--- src/design/tmcw_pkg.sv ---
`timescale 1ns / 1ps
// Shared types and constants for the text-mode console writer.
// No dependencies; every other design file except tmcw_ram imports this package.
package tmcw_pkg;

    localparam int DEFAULT_COLUMNS = 80;
    localparam int DEFAULT_ROWS = 25;
    localparam int DEFAULT_QUEUE_DEPTH = 4;

    localparam logic [7:0] DEFAULT_ATTR_RESET = 8'd7;
    localparam logic [7:0] NEWLINE_CODE = 8'd10;
    localparam logic [7:0] SPACE_CODE = 8'd32;
    localparam logic [7:0] FILL_CHAR = 8'd0;

    localparam logic [1:0] CMD_PUT = 2'd0;
    localparam logic [1:0] CMD_CLEAR = 2'd1;
    localparam logic [1:0] CMD_BACKSPACE = 2'd2;
    localparam logic [1:0] CMD_READ = 2'd3;

    typedef struct packed {
        logic [1:0] cmd;
        logic [7:0] char_code;
        logic       use_own_attribute;
        logic [7:0] attribute;
        logic [4:0] read_row;
        logic [6:0] read_column;
    } t_item;

    typedef struct packed {
        logic [15:0] cell_value;
        logic [4:0]  cursor_row;
        logic [6:0]  cursor_column;
        logic        scrolled;
        logic        echo_valid;
        logic [7:0]  echo_byte;
    } t_result;

    typedef enum logic [2:0] {
        OP_PUT,
        OP_NEWLINE,
        OP_CLEAR,
        OP_BACKSPACE,
        OP_READ
    } t_op_kind;

    typedef struct packed {
        t_op_kind   kind;
        logic [7:0] attr;
        logic [7:0] ch;
        logic [7:0] echo_byte;
        logic [4:0] read_row;
        logic [6:0] read_column;
        logic       read_ok;
    } t_op;

    typedef struct packed {
        logic init_busy;
    } t_back_status;

    typedef enum logic [2:0] {
        ST_INIT,
        ST_IDLE,
        ST_READ,
        ST_SCROLL,
        ST_FILL
    } t_back_state;

endpackage

--- src/design/tmcw_front.sv ---
`timescale 1ns / 1ps
// Front end: holds the default attribute register, accepts items and turns them into operations.
// Depends on tmcw_pkg.
module tmcw_front #(
    parameter int COLUMNS = tmcw_pkg::DEFAULT_COLUMNS,
    parameter int ROWS = tmcw_pkg::DEFAULT_ROWS
) (
    input  logic                   i_clk,
    input  logic                   i_rst_n,
    input  logic                   i_in_valid,
    output logic                   o_in_stall,
    input  tmcw_pkg::t_item        i_in_item,
    input  logic                   i_cfg_valid,
    output logic                   o_cfg_ready,
    input  logic [7:0]             i_cfg_data,
    input  logic                   i_queue_full,
    input  tmcw_pkg::t_back_status i_status,
    output logic                   o_push,
    output tmcw_pkg::t_op          o_push_op
);
    import tmcw_pkg::*;

    logic [7:0] r_default_attr;
    t_op        op;

    always_ff @(posedge i_clk) begin
        if (!i_rst_n) begin
            r_default_attr <= DEFAULT_ATTR_RESET;
        end else if (i_cfg_valid && o_cfg_ready) begin
            r_default_attr <= i_cfg_data;
        end
    end

    always_comb begin
        op.attr = i_in_item.use_own_attribute ? i_in_item.attribute : r_default_attr;
        op.ch = i_in_item.char_code;
        op.echo_byte = 8'd0;
        op.read_row = i_in_item.read_row;
        op.read_column = i_in_item.read_column;
        op.read_ok = (32'(i_in_item.read_row) < ROWS) && (32'(i_in_item.read_column) < COLUMNS);
        op.kind = OP_READ;
        unique case (i_in_item.cmd)
            CMD_PUT: begin
                op.kind = (i_in_item.char_code == NEWLINE_CODE) ? OP_NEWLINE : OP_PUT;
                op.echo_byte = i_in_item.char_code;
            end
            CMD_CLEAR: begin
                op.kind = OP_CLEAR;
            end
            CMD_BACKSPACE: begin
                op.kind = OP_BACKSPACE;
                op.ch = SPACE_CODE;
            end
            default: begin
                op.kind = OP_READ;
            end
        endcase
    end

    assign o_cfg_ready = 1'b1;
    assign o_in_stall = i_queue_full || i_status.init_busy;
    assign o_push = i_in_valid && !o_in_stall;
    assign o_push_op = op;
endmodule

--- config.mk ---
export PLATFORM = sky130hd
export DESIGN_NAME = tmcw_front
export DESIGN_NICKNAME = d
export VERILOG_FILES = /design/src/design/tmcw_pkg.sv /design/src/design/tmcw_front.sv
export SDC_FILE = /design/constraint.sdc
export NUM_CORES = 1
export LEC_CHECK = 0
export BUFFER_PORTS_ARGS = -buffer_cell sky130_fd_sc_hd__buf_2
export CORE_MARGIN = 8
export CORE_UTILIZATION = 30
export DETAILED_ROUTE_END_ITERATION = 10
export GPL_TIMING_DRIVEN = 0
export MAX_ROUTING_LAYER = met4
export PLACE_DENSITY = 0.82
export SLEW_MARGIN = 5
export SYNTH_ARGS = -nofsm -noshare
export SYNTH_HDL_FRONTEND = slang
export SYNTH_SLANG_ARGS = --single-unit
--- constraint.sdc ---
create_clock -name i_clk -period 0.8 [get_ports i_clk]
set_clock_uncertainty 0.1 [all_clocks]
set_input_delay 0.12 -clock i_clk [delete_from_list [all_inputs] [get_ports i_clk]]
set_output_delay 0.12 -clock i_clk [all_outputs]
set_load 0.01 [all_outputs]
==> results.yml <==
status:
  status: "finished, violations left"
  failed_checks: "negative hold slack, negative setup slack"
cts:
  htree_levels: 1
  cts_made_buffers: 3
  cts_tree: "built"
  insertion_delay_ns: 0.26
  clk_path_buf_depth: 2
  clk_pin_slew_ns: 0.06
  cts_root_buf: "clkbuf_4"
  clock_sinks: 8
detailed_routing:
  dr.pass1.iters: 4
  routed_wl_um: 3290
  wl_per_cell_um: 16.5
  ant_nets: 0
  via_per_inst: 4.61
  dr.first_iter.drc_count: 28
  post-route-drc-count: 0
  vias: 921
sta:
  setup_viol: 31
  rsz0062_at_grt: "yes"
  setup_ws_ns: -0.396
  hold_violations: 3
  slew_violations: 0
  fmax_mhz: 836
  hold_ws_ns: -0.0293
  min_period_over_period_pct: 150
  post-route-min-period_ns: 1.20
pwr:
  peakVddDrop_uv: 1190
  p_total_uw: 1540
  p_per_area_nw_per_um2: 978
  p_leak_uw: 0.000829
cells_and_area:
  syn_to_final_growth_pct: 111
  multi_input_area_sq_um: 546
  fin_cells: 200
  n_antenna_cell: 0
  layout-drive-gt1-share_pct: 81.8
  regArea_sq_um: 168
  largest_reg_flops: 8
  regMostFlops: "r_default_attr"
  utilization_pct: 65.5
  fillCellCount: 178
  finish.instance_area_sq_um: 1580
  reg.largest.list: "r_default_attr x8"
  fin_nets: 220
die:
  die_area_sq_um: 4340
  initial_core_util_pct: 31.0
  die_w_um: 65.9
  die_h_um: 65.9
  placementRows: 18
  io_pins: 88
  core_region_area_sq_um: 2410
hold_path:
  hold_path.class: "in2reg"
worst_setup_path:
  crit-reg2reg-launch: "r_default_attr[7]"
  worstSetupStartpoint: "r_default_attr[7]"
  endpoint_kind: "output port"
  cp_data_arrival_time_ns: 0.98
  startpoint_type: "flip-flop"
  crit-reg2reg-capture: "r_default_attr[7]"
  required_ns: 0.58
  reg2reg_slack_ns: -0.14
  critPathKind: "reg2out"
  r2r_cells: 4
  critPathMaxFanout: 2
  cp-endpoint: "o_push_op[36]"
global_routing:
  grt_pass1_vias: 955
  grt_pass1_wl_um: 4420
  track_usage_pct: 13.3
  grt_overflow: 0
  antenna_found_initial: 0
  grt_start_max_net_pins: 9
placement:
  gp_congestion: 0.944
  place_inst: 189
  dp_hpwl_um: 2520
  io_buffers: 80
  placed_cell_area_sq_um: 1220
synth:
  synthesis.area_sq_um: 747
  postSynthAreaPerCell_sq_um: 9.46
  yosysUniqueCellTypes: 19
  synthesis.nets: 127
  postSynthCellCount: 79
  ys_seq_area_share_pct: 21.4
  ys_warn_count: 0
  ys_ff_latch: 8
job:
  drv_cap: 0
## cells by family after synthesis
| kind of cell | share of synthesized area [%] |
|---|---|
| simple gates | 25.6 |
| compound gates | 3.01 |
| flops | 21.4 |
| fa+ha+maj | 5.03 |
| mux | 26.8 |
| other cells | 0.502 |
| buf+inv | 17.6 |
## area by class of cell
| cell class | instances | share of cell area, % |
|---|---|---|
| Multi-Input combinational cell | 53 | 34.5 |
| Inverter | 3 | 1.82 |
| Clock buffer | 3 | 1.43 |
| Buffer | 15 | 7.61 |
| Sequential cell | 8 | 10.6 |
| Timing Repair Buffer | 88 | 41.6 |
| Tap cell | 30 | 2.38 |
## report_power, final
group          leakage, uW  internal [uW]  switching [uW]
Sequential       0.0000669            426            13.2
Clock            0.0000138            173             150
Combinational     0.000748            470             312
## cell usage after synthesis (all sizes together)
library cell  instances  area, sq um
mux2                  8          120
dfxtp                 8          160
nor2b                12         75.1
nor2                  1         3.75
inv                   3         11.3
o311ai                1         8.76
ha                    3         37.5
buf                  15          120
and2                  9         56.3
nand3                 1         5.00
o21ai                 2         13.8
nor4                  1         12.5
mux2i                 8         80.1
nor4b                 1         15.0
or2                   2         12.5
nand2                 3         11.3
conb                  1         3.75
## worst min path at each step
| stage | to | from | cells past startpoint |
|---|---|---|---|
| detailed placement | r_default_attr[0] | i_cfg_data[0] | 3 |
| CTS | r_default_attr[0] | i_cfg_data[0] | 3 |
| floorplan | r_default_attr[0] | i_rst_n | 1 |
| finish | r_default_attr[0] | i_cfg_data[0] | 3 |
| global route | r_default_attr[2] | i_cfg_data[2] | 3 |
| global placement | r_default_attr[2] | i_cfg_data[2] | 3 |
## per-layer routing
layer	global-route usage (%)	up-vias	part of all wire, %
li1	-	435	-
met3	3.22	6	12
met1	12.7	406	39
met5	-	-	0
met4	8.99	0	2.5
met2	23.3	74	47
## critical path, stage by stage, from the launching register on
cell	delay [ns]
dfxtp_2	0.32
mux2_4	0.27
buf_6	0.12
## stage by stage
step           hold WS, ns  setup slack, ns  setup TNS [ns]
2_1_floorplan       0.0819          -0.0122         -0.0227
3_3_place_gp         0.235           -0.312           -4.88
3_5_place_dp         0.242           -0.323           -5.12
4_1_cts            -0.0284           -0.395           -6.04
5_1_grt            -0.0104           -0.438           -7.20
6_report           -0.0293           -0.396           -6.31
## layout by cell type, fill, tap and decap left out, types with 2 or more instances in the layout
cell      synthesis  routed
buf_12            0       2
dfxtp_1           8       2
buf_4            13      16
nand2_1           3       3
ha_4              0       3
or2_1             2       2
buf_6             2      29
dfxtp_2           0       6
and2_4            0       8
mux2_4            8       8
nor2b_1          12      11
mux2i_1           8       8
buf_2             0      55
clkbuf_4          0       3
## what timing repair did
item                                    in CTS  in global routing
gates resized for setup                     32                 25
pin swaps                                    8                  6
endpoints found under the setup margin      30                 33
hold endpoints to repair                     3                  2
setup buffers                                6                  2
(Power assumes the default switching activity.)
