<file path="src/design/tmcw_pkg.sv">
`timescale 1ns / 1ps
// Shared types and constants for the text-mode console writer.
// No dependencies; every other design file except tmcw_ram imports this package.
package tmcw_pkg;

    localparam int DEFAULT_COLUMNS = 80;
    localparam int DEFAULT_ROWS = 25;
    localparam int DEFAULT_QUEUE_DEPTH = 4;

    localparam logic [7:0] DEFAULT_ATTR_RESET = 8'd7;
    localparam logic [7:0] NEWLINE_CODE = 8'd10;
    localparam logic [7:0] SPACE_CODE = 8'd32;
    localparam logic [7:0] FILL_CHAR = 8'd0;

    localparam logic [1:0] CMD_PUT = 2'd0;
    localparam logic [1:0] CMD_CLEAR = 2'd1;
    localparam logic [1:0] CMD_BACKSPACE = 2'd2;
    localparam logic [1:0] CMD_READ = 2'd3;

    typedef struct packed {
        logic [1:0] cmd;
        logic [7:0] char_code;
        logic       use_own_attribute;
        logic [7:0] attribute;
        logic [4:0] read_row;
        logic [6:0] read_column;
    } t_item;

    typedef struct packed {
        logic [15:0] cell_value;
        logic [4:0]  cursor_row;
        logic [6:0]  cursor_column;
        logic        scrolled;
        logic        echo_valid;
        logic [7:0]  echo_byte;
    } t_result;

    typedef enum logic [2:0] {
        OP_PUT,
        OP_NEWLINE,
        OP_CLEAR,
        OP_BACKSPACE,
        OP_READ
    } t_op_kind;

    typedef struct packed {
        t_op_kind   kind;
        logic [7:0] attr;
        logic [7:0] ch;
        logic [7:0] echo_byte;
        logic [4:0] read_row;
        logic [6:0] read_column;
        logic       read_ok;
    } t_op;

    typedef struct packed {
        logic init_busy;
    } t_back_status;

    typedef enum logic [2:0] {
        ST_INIT,
        ST_IDLE,
        ST_READ,
        ST_SCROLL,
        ST_FILL
    } t_back_state;

endpackage

</file>
<file path="src/design/tmcw_fifo.sv">
`timescale 1ns / 1ps
// Short operation queue between the front end and the back end.
// Depends on tmcw_pkg.
module tmcw_fifo #(
    parameter int DEPTH = tmcw_pkg::DEFAULT_QUEUE_DEPTH
) (
    input  logic          i_clk,
    input  logic          i_rst_n,
    input  logic          i_push,
    input  tmcw_pkg::t_op i_push_op,
    output logic          o_full,
    input  logic          i_pop,
    output logic          o_not_empty,
    output tmcw_pkg::t_op o_op
);
    import tmcw_pkg::*;

    localparam int PTR_W = (DEPTH > 1) ? $clog2(DEPTH) : 1;
    localparam int CNT_W = $clog2(DEPTH + 1);
    localparam logic [PTR_W-1:0] LAST_PTR = PTR_W'(DEPTH - 1);
    localparam logic [CNT_W-1:0] FULL_CNT = CNT_W'(DEPTH);

    t_op              r_slots [DEPTH];
    logic [PTR_W-1:0] r_wptr;
    logic [PTR_W-1:0] r_rptr;
    logic [CNT_W-1:0] r_count;
    logic [PTR_W-1:0] n_wptr;
    logic [PTR_W-1:0] n_rptr;
    logic [CNT_W-1:0] n_count;

    always_comb begin
        n_wptr = r_wptr;
        n_rptr = r_rptr;
        n_count = r_count;
        if (i_push) begin
            n_wptr = (r_wptr == LAST_PTR) ? '0 : r_wptr + 1'b1;
        end
        if (i_pop) begin
            n_rptr = (r_rptr == LAST_PTR) ? '0 : r_rptr + 1'b1;
        end
        if (i_push && !i_pop) begin
            n_count = r_count + 1'b1;
        end else if (!i_push && i_pop) begin
            n_count = r_count - 1'b1;
        end
    end

    always_ff @(posedge i_clk) begin
        if (!i_rst_n) begin
            r_wptr <= '0;
            r_rptr <= '0;
            r_count <= '0;
        end else begin
            r_wptr <= n_wptr;
            r_rptr <= n_rptr;
            r_count <= n_count;
        end
    end

    always_ff @(posedge i_clk) begin
        if (i_push) begin
            r_slots[r_wptr] <= i_push_op;
        end
    end

    assign o_full = (r_count == FULL_CNT);
    assign o_not_empty = (r_count != '0);
    assign o_op = r_slots[r_rptr];
endmodule

</file>
<file path="config.mk">
export PLATFORM = sky130hd
export DESIGN_NAME = tmcw_fifo
export DESIGN_NICKNAME = d
export VERILOG_FILES = /design/src/design/tmcw_pkg.sv /design/src/design/tmcw_fifo.sv
export SDC_FILE = /design/constraint.sdc
export NUM_CORES = 1
export LEC_CHECK = 0
export BUFFER_PORTS_ARGS = -buffer_cell sky130_fd_sc_hd__buf_2
export CAP_MARGIN = 10
export CORE_AREA = 2 2 122 183
export CTS_CLUSTER_SIZE = 16
export DETAILED_ROUTE_END_ITERATION = 10
export DIE_AREA = 0 0 124 185
export PLACE_DENSITY = 0.55
export SLEW_MARGIN = 15
export SYNTH_ARGS = -nofsm -noshare
export SYNTH_HDL_FRONTEND = slang
export SYNTH_SLANG_ARGS = --single-unit
</file>
<file path="constraint.sdc">
create_clock -name i_clk -period 3 [get_ports i_clk]
set_clock_uncertainty 0.1 [all_clocks]
set_input_delay 0.75 -clock i_clk [delete_from_list [all_inputs] [get_ports i_clk]]
set_output_delay 0.75 -clock i_clk [all_outputs]
set_load 0.005 [all_outputs]
</file>
==> impl_metrics.json <==
{
  "cts_buffers": 17,
  "area_growth_syn_to_layout_pct": 22.2,
  "peakVddDrop_mv": 0.304,
  "synthesis.nets": 304,
  "die_w_um": 124,
  "synth.mux.area_fraction_pct": 15.0,
  "io_pins": 86,
  "seq_area_um2": 4990,
  "final_util_pct": 35.7,
  "criticalPathCategory": "register to primary output",
  "h-tree-depth": 4,
  "multi_input_comb_area_um2": 1170,
  "ctsResizeCount": 0,
  "syn_inst": 253,
  "via_per_inst": 4.38,
  "status": "complete, no violations",
  "totalWireLength_mm": 11.6,
  "cts_tree": "done",
  "synth_cell_types": 21,
  "root_buffer": "clkbuf_16",
  "rsz0062_at_grt": "no",
  "drive_gt1_share_pct": 44.8,
  "finalCritPeriodShare_pct": 91.5,
  "grt_max_degree": 38,
  "hp-class": "register to register",
  "post_synth.cell_area_avg_um2": 24.8,
  "clk_path_buf_depth": 2,
  "final.fill_count": 2012,
  "first_pass_iters": 4,
  "synth_xor_area_share_pct": 0.279,
  "synth_top_family_by_area": "multiplexers",
  "die_height_um": 185,
  "worst_ep_arrival_time_ps": 1890,
  "synth_warnings": 0,
  "drc_errors": 0,
  "hold_violations": 0,
  "endpoint_kind": "primary output",
  "min_delay_path_depth": 2,
  "clk_pin_slew_ps": 60,
  "synth-seq-cells": 169,
  "via_count": 2806,
  "maxSlewViolCount": 0,
  "worstMarginPinSlew_ps": 479,
  "cp.required_ps": 2150,
  "dp_hpwl_mm": 7.05,
  "fin_nets": 406,
  "cap_violations": 0,
  "synth-compound-area-share_pct": 0.319,
  "max-slew-margin-rel_pct": 68.1,
  "power_density_nw_per_um2": 695,
  "start_kind": "register",
  "reg2reg_depth": 3,
  "hold_buffers": 0,
  "critical_path.max_fanout": 14,
  "rows": 66,
  "grt_util_all_layers_pct": 11.0,
  "rrSetupSlack_ps": 1260,
  "die_area_um2": 22900,
  "tns_ps": 0,
  "yosys.area.top_type": "edfxtp_1",
  "grt_pass1_vias": 3149,
  "synth.top_cell.area_share_pct": 76.6,
  "synthSimpleGateAreaFrac_pct": 1.46,
  "io_buffers": 85,
  "yosysSeqAreaShare_pct": 79.4,
  "diodes": 0,
  "overflow": 0,
  "wl_per_cell_um": 18.2,
  "gp_congestion": 0.661,
  "final_antenna_net_count": 0,
  "drt_iter0_drc": 126,
  "grt_pass1_wl_mm": 17.6,
  "cts_setup_buffers": 0,
  "finalSetupViolCount": 0,
  "antenna_found_initial": 0,
  "synth.area.top_cells": "edfxtp_1 77%, mux4_2 14%, dfxtp_1 2.9%, buf_12 1.3%, ha_1 1.2%",
  "leakagePower_nw": 2.58,
  "core_area_um2": 21500,
  "clock_latency_ps": 420,
  "fin_crit_ps": 2740,
  "initial_core_util_pct": 29.2,
  "netlist_area_um2": 6280,
  "numClockSinks": 169,
  "synth_adder_area_share_pct": 1.52,
  "max_freq_mhz": 364
}
area by class of cell:
class,count,area share (%)
clock inverters,12,1.96
inverters,4,0.196
flip-flops and latches,169,65.1
repair buffers,92,7.38
well taps,272,4.44
clock buffers,20,5.70
multi-input cells,71,15.3
cell usage in the layout (no fill, tap or decap):
cell / Yosys / layout
edfxtp_1: 160 / 160
a21boi_0: 1 / 1
clkinv_2: 0 / 2
clkbuf_1: 0 / 3
and2_1: 5 / 1
dfxtp_1: 9 / 7
mux4_2: 40 / 40
buf_12: 4 / 7
dfxtp_2: 0 / 1
nor2_1: 1 / 1
clkbuf_16: 0 / 17
mux2i_1: 4 / 4
xnor2_1: 1 / 1
dfxtp_4: 0 / 1
ha_1: 6 / 6
nor3_1: 1 / 1
inv_6: 0 / 1
inv_1: 4 / 4
and2_2: 0 / 4
xor2_1: 1 / 1
o21a_1: 1 / 1
fa_1: 1 / 1
clkinvlp_4: 0 / 1
or3_1: 2 / 2
buf_2: 4 / 85
nor3b_1: 1 / 1
nor2b_1: 5 / 5
o21ai_0: 1 / 1
clkinv_1: 0 / 2
bufinv_16: 0 / 3
clkinv_4: 0 / 3
metrics by stage:
step                power, mW  hold slack (ps)  area [um2]  setup WS [ps]  instances
global placement         3.22              380        7080            632        608
CTS                      5.42              413        7670            165        640
floorplan                3.03              367        6280            777        253
detailed placement       3.23              414        7080            622        608
global route             5.57              418        7670            107        640
finish                   5.33              417        7670            256        640
registers in the layout, indices dropped and copies added (netlist names), named ones only:
name and cells:
r_wptr 2, r_slots 160, r_count 3, r_rptr 2
per-layer routing:
layer	part of all wire, %	vias to the layer above	wire length [um]	GRT usage, %
met5	0	-	0	0
met4	1.9	0	217	4.58
met3	4.6	19	532	3.79
met2	54	58	6270	19.2
met1	40	1464	4610	11.9
li1	-	1265	-	-
worst max-delay path, cell delays in order (launching register included):
cell and delay [ps]:
dfxtp_4 560, buf_12 230, mux4_2 530, buf_2 150
cells by family (layout without fill, tap and decap cells):
group | Yosys count | after routing
and+or+nand+nor | 15 | 15
muxes | 44 | 44
xor gates and xnor gates | 2 | 2
buffers and inverters | 13 | 128
adders and majority gates | 7 | 7
AOI/OAI and AO/OA | 3 | 3
DFF | 169 | 169
synth_stat cells:
master / n
and2_1: 5
buf_2: 4
o21a_1: 1
mux2i_1: 4
nor3_1: 1
o21ai_0: 1
xor2_1: 1
ha_1: 6
nor2b_1: 5
fa_1: 1
edfxtp_1: 160
nor3b_1: 1
inv_1: 4
a21boi_0: 1
buf_6: 1
buf_12: 4
dfxtp_1: 9
or3_1: 2
xnor2_1: 1
mux4_2: 40
nor2_1: 1
power breakdown:
part / total, mW / switching (mW) / internal, mW
Combinational: 0.420 / 0.199 / 0.221
Sequential: 2.74 / 0.0464 / 2.70
Clock: 2.16 / 0.855 / 1.31
Total: 5.33 / 1.10 / 4.23
path summary, 6_finish.rpt:
check	startpoint	to
min reg2reg	r_count[2]$_SDFFE_PN0P_	r_count[2]$_SDFFE_PN0P_
max reg2reg	r_wptr[0]$_SDFFE_PN0P_	r_slots[3][39]$_DFFE_PP_
min	r_count[2]$_SDFFE_PN0P_	r_count[2]$_SDFFE_PN0P_
max	register	o_op[0]
Note: power is estimated with default switching activity, not from simulation.
